$ cat config.mk
export PLATFORM = sky130hd
export DESIGN_NAME = lnu_ctrl
export DESIGN_NICKNAME = d
export VERILOG_FILES = /design/src/rtl/lnu_pkg.sv /design/src/rtl/lnu_ctrl.sv
export SDC_FILE = /design/constraint.sdc
export NUM_CORES = 1
export LEC_CHECK = 0
export ABC_CLOCK_PERIOD_IN_PS = 1200
export BUFFER_PORTS_ARGS = -buffer_cell sky130_fd_sc_hd__buf_2
export CAP_MARGIN = 20
export CORE_AREA = 2 2 39 41
export DETAILED_ROUTE_END_ITERATION = 7
export DIE_AREA = 0 0 41 43
export HOLD_SLACK_MARGIN = 0.03
export PLACE_DENSITY_LB_ADDON = 0.3
export SYNTH_ARGS = -nofsm -noshare
export SYNTH_HDL_FRONTEND = slang
export SYNTH_SLANG_ARGS = --single-unit
$ cat constraint.sdc
create_clock -name clk -period 1.2 [get_ports clk]
set_input_delay 0.24 -clock clk [delete_from_list [all_inputs] [get_ports clk]]
set_output_delay 0.24 -clock clk [all_outputs]
set_load 0.005 [all_outputs]
$ cat src/rtl/lnu_pkg.sv
// Package for the layer normalization unit: controller state type, command and
// status structs, and fixed widths. No dependencies.
`timescale 1ns / 1ps
package lnu_pkg;

  localparam int SampleW = 16;
  localparam int LenW    = 11;
  localparam int EpsW    = 16;
  localparam int MeanW   = 32;
  localparam int InvW    = 24;

  localparam logic FuncLoad = 1'b0;
  localparam logic FuncRead = 1'b1;

  localparam logic CfgLength  = 1'b0;
  localparam logic CfgEpsilon = 1'b1;

  typedef enum logic [3:0] {
    ST_IDLE,
    ST_READ,
    ST_RD_MUL1,
    ST_RD_MUL2,
    ST_RD_OUT,
    ST_SUM,
    ST_MEAN,
    ST_VAR,
    ST_VAR_DIV,
    ST_RECIP,
    ST_SQRT,
    ST_DONE
  } lnu_state_t;

  typedef struct packed {
    logic load_write;   // write the three stores at the input index
    logic rd_fetch;     // issue store read for a read item
    logic rd_mul1;      // latch d = x - mean, gain and offset
    logic rd_mul2;      // latch t = d * inverse_deviation
    logic rd_out;       // latch u = t * gain for the result
    logic stat_clear;   // clear accumulators and counters
    logic sum_step;     // one element of the mean pass
    logic mean_start;   // start the mean division
    logic var_step;     // one element of the variance pass
    logic var_start;    // start the variance division
    logic recip_start;  // start 2^48 / v
    logic sqrt_start;   // start the square root
    logic commit;       // latch new statistics
  } lnu_cmd_t;

  typedef struct packed {
    logic pass_done;  // the pass counter reached the length
    logic unit_busy;  // divider or root unit still iterating
  } lnu_sts_t;

endpackage

$ cat src/rtl/lnu_ctrl.sv
// Controller state machine of the layer normalization unit.
// Depends on lnu_pkg.
`timescale 1ns / 1ps
module lnu_ctrl (
  input  logic              clk,
  input  logic              rst_n,
  input  logic              start,
  input  logic              func_i,
  input  logic              last_i,   // load hits index L-1
  input  logic              range_i,  // index within MAX_LEN
  input  lnu_pkg::lnu_sts_t sts_i,
  output lnu_pkg::lnu_cmd_t cmd_o,
  output logic              busy
);
  import lnu_pkg::*;

  lnu_state_t state_r, state_nxt;

  always_ff @(posedge clk) begin
    if (!rst_n) begin
      state_r <= ST_IDLE;
    end else begin
      state_r <= state_nxt;
    end
  end

  always_comb begin
    state_nxt = state_r;
    cmd_o     = '0;
    busy      = 1'b1;
    case (state_r)
      ST_IDLE: begin
        busy = 1'b0;
        if (start) begin
          if (func_i == FuncLoad) begin
            cmd_o.load_write = range_i;
            if (range_i && last_i) begin
              cmd_o.stat_clear = 1'b1;
              state_nxt = ST_SUM;
            end
          end else begin
            cmd_o.rd_fetch = 1'b1;
            state_nxt = ST_READ;
          end
        end
      end
      ST_READ: state_nxt = ST_RD_MUL1;
      ST_RD_MUL1: begin
        cmd_o.rd_mul1 = 1'b1;
        state_nxt = ST_RD_MUL2;
      end
      ST_RD_MUL2: begin
        cmd_o.rd_mul2 = 1'b1;
        state_nxt = ST_RD_OUT;
      end
      ST_RD_OUT: begin
        cmd_o.rd_out = 1'b1;
        state_nxt = ST_IDLE;
      end
      ST_SUM: begin
        if (sts_i.pass_done) begin
          cmd_o.mean_start = 1'b1;
          state_nxt = ST_MEAN;
        end else begin
          cmd_o.sum_step = 1'b1;
        end
      end
      ST_MEAN: begin
        if (!sts_i.unit_busy) begin
          cmd_o.stat_clear = 1'b1;
          state_nxt = ST_VAR;
        end
      end
      ST_VAR: begin
        if (sts_i.pass_done) begin
          cmd_o.var_start = 1'b1;
          state_nxt = ST_VAR_DIV;
        end else begin
          cmd_o.var_step = 1'b1;
        end
      end
      ST_VAR_DIV: begin
        if (!sts_i.unit_busy) begin
          cmd_o.recip_start = 1'b1;
          state_nxt = ST_RECIP;
        end
      end
      ST_RECIP: begin
        if (!sts_i.unit_busy) begin
          cmd_o.sqrt_start = 1'b1;
          state_nxt = ST_SQRT;
        end
      end
      ST_SQRT: begin
        if (!sts_i.unit_busy) begin
          state_nxt = ST_DONE;
        end
      end
      ST_DONE: begin
        cmd_o.commit = 1'b1;
        state_nxt = ST_IDLE;
      end
      default: state_nxt = ST_IDLE;
    endcase
  end

endmodule

======== Yosys cells after proc, flatten, opt, wreduce, memory -nomap -nowiden ========
Index checks and enable logic that the tools add are counted.
storage, ports and cells
  memory bits (read-only) ................. 0
  memory bits (writable) .................. 0
  word-level logic and storage cells ...... 53
  flip-flop bits (word level) ............. 4
  output and inout port bits .............. 14
  memories kept ........................... 0
  bits of input ports ..................... 8
  bits in latches ......................... 0
cells by class
  add/subtract/negate cells ............... 0
  bitwise logic cells ..................... 0
  shift-type cells ........................ 0
  eq/ne operators ......................... 19
  reduce and logical (&&, ||, !) cells .... 3
  order comparisons ....................... 0
  multiplexer cells ....................... 30
  divide/modulo/power cells ............... 0
  multiply operators ...................... 0
operators with widths
  kind                count
  $pmux 4 s10         1
  $mux 4              9
  $eq 4x3->1 const B  4
  $eq 4x4->1 const B  4
  $mux 1              15
  $ne 2x2->1 const B  7
  $eq 4x2->1 const B  2
  $mux 2              4
  $reduce_and 8->1    1
  $eq 4x1->1 const B  1
  $logic_not 4->1     1
  $ne 3x3->1 const B  1
  $pmux 1 s2          1
  $logic_and 1x1->1   1

======== Logic depth before layout (Yosys ltp) ========
Gate-level depths: netlist (run 1).
  depth in word-level cells ............... 5
  depth in mapped cells ................... 6

======== Worst setup path before layout (run 1) ========
Ideal clock, no wire load.
  kind .................................... register to output
  start point ............................. reg state_r[2]
  end point ............................... out cmd_o[12] (netlist name)
  stages on the path, launching flop included .. 5
  setup slack ............................. -0.256 ns
  path buffers ............................ 1
  arrival time ............................ 1.216 ns
  path through ............................ dfxtp_1 -> buf_2 -> nor4_1 -> inv_1 -> nor4b_1
RTL lines
  item                      RTL line        RTL
  start: declaration        lnu_ctrl.sv:17  lnu_state_t state_r, state_nxt;
  start signal: assignment  lnu_ctrl.sv:23  state_r <= state_nxt;
  end: declaration          lnu_ctrl.sv:12  output lnu_pkg::lnu_cmd_t cmd_o,

==> results.txt, run 1 <==
- Result of the run: finished, violations left
* Violations in the final reports: negative setup slack
- The startpoint identified for the worst register-to-register timing path is state_r[0]$_SDFFE_PN0P_.
* Path type of the worst setup path: register to primary output
- The critical path contains buffers and inverters numbering 2 combined.
- The number of clock buffers added by TritonCTS is 3.
- Sequential area share after synthesis: 17.9%
- Clock sinks: 4
- Startpoint type of the worst setup path: register
- Counting flops and latches in the post-synthesis netlist gives 4.
* FF/Latch Area: 92.6 um2
- Ratio of cells with drive above 1 in the final layout: 67.8%
- Routability-driven placement finished with a final weighted congestion of 0.867.
- Buffers from clock root to sink, at most: 2
* GR Overflow Total: 0
- Once placement completed, the tool counted placed cells totaling 116.
- Max FFs per register: 4
- After floorplanning, the core was divided into 14 placement rows.
* Pwr/cell area: 1910 nW/um2
* Die area: 1760 um2
- Root buf cell: sky130_fd_sc_hd__clkbuf_4
* Largest net degree at the start of global routing: 13
- Hold repair after CTS inserted 0 buffers.
* Worst vdd rail ir drop: 1300 uV
* Worst min-delay path category: input pin to register
- Clock input transition at the sequential cells of the worst setup and hold paths: 0.05 ns
- In the finished design, the share of the clock period the worst path needs comes to 137%.
- R2R Path End: state_r[0]$_SDFFE_PN0P_
* Highest cell delay on the worst timing path: 0.41 ns
- Largest register by flop count: state_r
* Filler cell count: 98
- The via count of the first global-routing pass came to 592.
- The number of antenna violations at the first check in global routing came to 0.
- Final standard cell area without fillers: 1020 um2
- The detailed router finished its first iteration with 34 violations.
- The floorplan step defined a core boundary enclosing 1380 um2.
* Final clock skew: 0.00864 ns
- The detail route stage leaves a number of antenna-violating nets equal to 0.
- Summing over every cut layer, the via total after detailed routing is 765.
* Static leakage: 0.492 nW
- Routed length per instance: 16.4 um
- Post-layout net count: 127
- For this run, the top clock speed supported by timing is 610 MHz.
* Biggest regs: state_r: 4 flops
- The count of pins over their slew limit was 0.
* Logic depth of the worst register-to-register path: 7
- The first global-routing pass estimated 2730 um of wire.
* HPWL after detailed placement: 1120 um
- Hold Crit Start: rst_n
- Synth warn: 0
- Cells after synthesis: 68
- Once the floorplan was initialized, standard cells occupied 32.3% of the core.
- Number of nets produced by synthesis: 76
- At the pin with the least slew margin, the transition time is 0.285 ns.
- Via/cell ratio: 5.71
- In this run the register-to-register setup slack is -0.30 ns.
- Setup repair after global routing could not meet its margin everywhere.
- The tool flagged a number of max-cap violations equal to 0.
- Endpoint required time on the critical path: 0.96 ns
- After detailed routing, the number of remaining DRC violations is 0.
- Worst Hold Path Cells: 2
- Clock tree from TritonCTS: yes
- Before antenna repair, the detailed router went through 4 iterations.
- Capture endpoint of the worst hold path: state_r[3]$_SDFFE_PN0P_
- Worst Setup End Kind: primary output
- The largest individual stage delay along the critical path comes from the cell sky130_fd_sc_hd__or3b_4.
* Average cell area after synthesis: 6.57 um2
- Top-Level Pins: 22
* Vertical die dimension: 43 um
* Number of antenna cells inserted: 0
- Broken down by cell family, the worst path's largest delay share belongs to simple AND/OR/NAND/NOR gates.
* Dpl cell area: 704 um2
- Buffers placed on the I/O ports in this run total 21.
- Number of standard cells in the layout, taps in and fillers out: 134
- Setup TNS: -4.60 ns
* Max-Slew Margin vs Limit: 80.8%
- At the later pin of the worst-skew pair, clock insertion delay measures 0.24 ns.
* Time the worst path needs with I/O delays and setup: 1.64 ns
- Worst setup slack after layout: -0.440 ns
* # setup viols final: 18
- Chip Width: 41 um
* Cell area after synthesis: 447 um2
- From synthesis to final layout, the design area changed by 129%.
- Along the worst path, the maximum fanout reaches 4.
* Overall fraction of global-route tracks in use: 22.2%
- H-tree depth reported by CTS: 1
- Netlist cell types: 30
- Final Hold Fails: 0
* Detailed Route WL: 2190 um
- At the worst endpoint, the arrival time is 1.40 ns.
* Multi-input gate area in the final layout: 465 um2
* Cell Chain, Critical Path: buf_6, or3b_4, nor2_2, buf_2
-- worst max-delay path by stage --
stage	from	to	slack, ns	depth (start not counted)
2_1_floorplan	state_r[3]$_SDFFE_PN0P_	state_r[1]$_SDFFE_PN0P_	-0.07	4
3_3_place_gp	state_r[1]$_SDFFE_PN0P_	cmd_o[12]	-0.13	4
3_5_place_dp	state_r[2]$_SDFFE_PN0P_	state_r[1]$_SDFFE_PN0P_	-0.15	3
4_1_cts	state_r[0]$_SDFFE_PN0P_	cmd_o[12]	-0.39	4
5_1_grt	state_r[2]$_SDFFE_PN0P_	cmd_o[4]	-0.48	4
6_report	state_r[2]$_SDFFE_PN0P_	cmd_o[4]	-0.44	4
-- layout by cell type, fill, tap and decap left out, types with 2 or more instances in the layout --
| cell | netlist | layout |
|---|---|---|
| sky130_fd_sc_hd__nor3_4 | 0 | 3 |
| sky130_fd_sc_hd__nand4b_1 | 2 | 2 |
| sky130_fd_sc_hd__clkbuf_4 | 0 | 3 |
| sky130_fd_sc_hd__and2_1 | 2 | 2 |
| sky130_fd_sc_hd__and3_1 | 4 | 3 |
| sky130_fd_sc_hd__nand2_1 | 6 | 5 |
| sky130_fd_sc_hd__a21oi_1 | 2 | 2 |
| sky130_fd_sc_hd__nor2_1 | 6 | 2 |
| sky130_fd_sc_hd__buf_4 | 0 | 18 |
| sky130_fd_sc_hd__buf_6 | 0 | 9 |
| sky130_fd_sc_hd__nand2b_4 | 0 | 2 |
| sky130_fd_sc_hd__buf_8 | 0 | 2 |
| sky130_fd_sc_hd__dfxtp_4 | 0 | 3 |
| sky130_fd_sc_hd__buf_2 | 3 | 21 |
| sky130_fd_sc_hd__nor2_2 | 0 | 2 |
| sky130_fd_sc_hd__inv_1 | 5 | 4 |
| sky130_fd_sc_hd__a41oi_2 | 0 | 2 |
| sky130_fd_sc_hd__o21ai_1 | 3 | 2 |
| sky130_fd_sc_hd__o21ai_0 | 4 | 4 |
| sky130_fd_sc_hd__nor2_4 | 0 | 2 |
| sky130_fd_sc_hd__nor3_2 | 0 | 2 |
-- stage by stage --
stage	util, %	hold slack [ns]	setup WS, ns	power, mW
final	74.1	0.317	-0.440	1.96
after global routing	74.1	0.326	-0.482	2.07
after CTS	60.1	0.286	-0.392	1.52
after detailed placement	50.9	0.545	-0.148	1.15
after global placement	50.9	0.544	-0.131	1.13
after floorplan	-	0.410	-0.0651	0.800
-- layout make-up --
type / count / area share (%)
clock buffers: 4 / 2.56
repair buffers: 52 / 39.2
multi-input cells: 53 / 45.4
well taps: 16 / 1.95
flip-flops and latches: 4 / 9.04
inverters: 5 / 1.83
-- cells by family (layout without fill, tap and decap cells) --
family	Yosys count	in the layout	synth area share, %
AOI/OAI and AO/OA	17	17	24.9
DFF	4	4	17.9
and+or+nand+nor	35	35	45.1
xor gates and xnor gates	1	1	1.96
buffers and inverters	11	61	10.1
-- synth_stat cells --
library cell,instances,share of area [%]
sky130_fd_sc_hd__nand2_1,6,5.0
sky130_fd_sc_hd__nor2_1,6,5.0
sky130_fd_sc_hd__inv_1,5,4.2
sky130_fd_sc_hd__nor3_1,5,5.6
sky130_fd_sc_hd__and3_1,4,5.6
sky130_fd_sc_hd__dfxtp_1,4,18
sky130_fd_sc_hd__o21ai_0,4,4.5
sky130_fd_sc_hd__buf_2,3,3.4
sky130_fd_sc_hd__clkbuf_1,3,2.5
sky130_fd_sc_hd__o21ai_1,3,3.4
sky130_fd_sc_hd__a21oi_1,2,2.2
sky130_fd_sc_hd__a41oi_1,2,3.9
sky130_fd_sc_hd__and2_1,2,2.8
sky130_fd_sc_hd__nand4b_1,2,3.9
sky130_fd_sc_hd__nor4_1,2,2.8
sky130_fd_sc_hd__a221o_1,1,2.2
sky130_fd_sc_hd__a22oi_1,1,1.7
sky130_fd_sc_hd__a32oi_1,1,2.0
sky130_fd_sc_hd__nand2b_1,1,1.4
sky130_fd_sc_hd__nand2b_2,1,2.0
sky130_fd_sc_hd__nand4_1,1,1.4
sky130_fd_sc_hd__nor2b_1,1,1.4
sky130_fd_sc_hd__nor4b_1,1,2.0
sky130_fd_sc_hd__nor4bb_1,1,2.2
sky130_fd_sc_hd__o2111ai_1,1,2.0
sky130_fd_sc_hd__o21a_1,1,1.7
sky130_fd_sc_hd__o22ai_1,1,1.4
sky130_fd_sc_hd__or3_1,1,1.4
sky130_fd_sc_hd__or3b_4,1,2.5
sky130_fd_sc_hd__xnor2_1,1,2.0
-- per-layer routing --
layer	up-vias	part of all wire, %	GRT usage, %
met1	365	42	32.7
met2	38	48	32.5
li1	355	-	-
met5	-	0	0
met3	7	8.0	7.85
met4	0	2.4	0
-- repair_timing --
action | 4_1_cts | 5_1_grt
setup buffers | 3 | 11
pin swaps | 6 | 11
endpoints found under the setup margin | 17 | 17
resized for setup | 20 | 21
gates cloned | 0 | 1
-- power breakdown --
| group | internal (mW) | leakage (nW) | total [mW] | switching [mW] |
|---|---|---|---|---|
| Combinational | 0.800 | 0.442 | 1.47 | 0.671 |
| Clock | 0.126 | 0.0150 | 0.192 | 0.0667 |
| Sequential | 0.204 | 0.0353 | 0.295 | 0.0903 |
No activity file was read; power rests on OpenSTA's default activity.
==> run 2: changes to the inputs <==
Settings changed: TNS_END_PERCENT set to 30.
==> results.txt, run 2 (synthesis results as in run 1) <==
* Result of the run: finished, violations left
- The final reports fail on negative setup slack.
* Die area: 1760 um2
- The first global-routing pass estimated 2640 um of wire.
* DRC violation count after routing: 0
- The routed design could run at a clock period as short as 1.56 ns.
- HPWL after detailed placement: 1060 um
- Switching power: 703 uW
- Post-route ant nets: 0
* # setup viols final: 18
- R2R Path End: state_r[1]$_SDFFE_PN0P_
- Largest fanout on the critical path: 4
- For the worst-skew pair, the clock arrives at the later sink with an insertion delay of 0.24 ns.
* Largest net degree at the start of global routing: 13
* Clock sinks: 4
- The region available for standard cell placement spans 1380 um2.
- Biggest regs: state_r: 4 flops
* Routed length per instance: 12.9 um
- Detailed Route WL: 1600 um
- Synthesis-to-finish area growth: 98.6%
- RSZ-0062 raised after global routing: true
- Endpoint required time on the critical path: 0.96 ns
- Static leakage: 0.429 nW
* Total of max-cap violations: 0
* Worst slack after detailed placement: -0.179 ns
- The tree is rooted in a sky130_fd_sc_hd__clkbuf_4.
- Across all setup checks in the final design, the least slack found is -0.361 ns.
- Number of antenna cells inserted: 0
- The initial utilization of the core area, before any placement, comes to 32.3%.
* R2r setup slk: -0.26 ns
- Maximum achievable frequency: 641 MHz
* Post-layout net count: 117
* Hold Crit Start: rst_n
* DRC violation total after the first TritonRoute iteration: 16
* Internal: 954 uW
- VDD sags by at most 1340 uV.
- STA classifies the critical path endpoint as a primary output.
* Ratio of cells with drive above 1 in the final layout: 59.3%
- After layout, the design draws a total of 1.66 mW.
* Number of pins exceeding their max-slew limit in the final report: 0
- Vertical die dimension: 43 um
- Chip Width: 41 um
- TritonCTS Buffers: 3
- Combinational logic burns 70.5% of the power.
- FF-to-FF Start: state_r[0]$_SDFFE_PN0P_
* Switch share: 42.4%
- Standard-cell rows: 14
- Pwr/cell area: 1870 nW/um2
- Largest register by flop count: state_r
* First drt pass iteration count: 4
- Global-route met3 utilization: 3.14%
- Counting cells, the worst reg-to-reg path comes to 5.
- No sink is reached through more buffers than the 2 on the longest clock path.
- Final worst-path cycle share: 130%
* Layer carrying the most global-route usage: met2
- Final weighted congestion in routability-driven placement: 0.844
* Power share of the sequential group: 17.8%
- Global routing used 24.0% of the available met1 tracks.
* Top library cells by usage in the layout, fill and taps aside: 22 x sky130_fd_sc_hd__buf_2, 13 x sky130_fd_sc_hd__buf_4, 5 x sky130_fd_sc_hd__buf_6
* Utilization after layout: 64.1%
* Clock input transition at the sequential cells of the worst setup and hold paths: 0.04 ns
- The filler cells instantiated in the layout total 112.
* Via/cell ratio: 5.48
- TritonCTS built the clock tree.
- The critical path is of the register to primary output type.
- The register with the most flip-flops in the layout has 4 of them.
- Capture endpoint of the worst hold path: state_r[3]$_SDFFE_PN0P_
* Clock Power Share: 11.7%
* Startpoint type of the worst setup path: register
- Final Hold Fails: 0
- Worst Tran Pin Value: 0.274 ns
- For this run, the total global-route usage over all layers was measured as 22.2%.
* Critical path data arrival time: 1.32 ns
- For this design the top-level I/O count stands at 22.
- Worst min-delay path category: input pin to register
- In this run the number of H-tree levels came out at 1.
* Vias: 680
* Commonest non-fill, non-tap cell in the layout: sky130_fd_sc_hd__buf_2
* Met2 Use GR: 37.8%
- Along the worst hold path, the cell count comes to 2.
- Antenna violations before repair: 0
- Final clock skew: 0.00503 ns
* Smallest hold slack: 0.310 ns
- The via count of the first global-routing pass was 656.
* Max-Slew Margin vs Limit: 81.6%
- GR Overflow Total: 0
- Number of port buffers: 21
-- run 2: final cells by class --
type                    instances  area (um2)  area share (%)
clock buffers                   4        26.3            2.96
inverters                       5        18.8            2.12
multi-input cells              53         428            48.2
flip-flops and latches          4        90.1            10.2
well taps                      16        20.0            2.26
repair buffers                 42         304            34.3
-- run 2: worst max-delay path, cell delays in order (launching register included) --
cell                      delay [ns]
sky130_fd_sc_hd__dfxtp_2        0.35
sky130_fd_sc_hd__nor4_4         0.28
sky130_fd_sc_hd__inv_1          0.10
sky130_fd_sc_hd__nor4b_2        0.20
sky130_fd_sc_hd__buf_2          0.15
-- run 2: worst max path at each step --
stage	startpoint	endpoint	slack (ns)	cells after the start
3_5_place_dp	state_r[2]$_SDFFE_PN0P_	cmd_o[6]	-0.18	3
4_1_cts	state_r[0]$_SDFFE_PN0P_	cmd_o[12]	-0.37	4
2_1_floorplan	state_r[3]$_SDFFE_PN0P_	state_r[1]$_SDFFE_PN0P_	-0.07	4
5_1_grt	state_r[1]$_SDFFE_PN0P_	cmd_o[12]	-0.46	4
3_3_place_gp	state_r[2]$_SDFFE_PN0P_	cmd_o[6]	-0.15	3
6_report	state_r[1]$_SDFFE_PN0P_	cmd_o[12]	-0.36	4
-- run 2: per-stage QoR --
stage	TNS [ns]	instances	instance area [um2]
after floorplan	-0.180	68	482
after global placement	-1.43	114	702
after detailed placement	-1.69	114	702
after CTS	-4.04	123	836
after global routing	-5.64	124	887
final	-4.45	124	887
-- run 2: what timing repair did --
action / in CTS / in global routing
pin swaps: 6 / 4
buffers inserted: 5 / 1
setup endpoints to repair: 18 / 18
hold buffers: 0 / 0
resized for setup: 17 / 9
-- run 2: layer usage --
metal,routed length (um),share of wire [%]
met5,0,0
met4,10,0.63
met3,80,5.0
met2,888,56
met1,617,39
-- run 2: power by group through the flow --
stage	logic [mW]	registers, mW	clock network, mW
finish	1.17	0.295	0.194
global route	1.27	0.301	0.206
CTS	1.07	0.286	0.196
detailed placement	0.847	0.285	0
global placement	0.846	0.283	0
floorplan	0.542	0.240	0
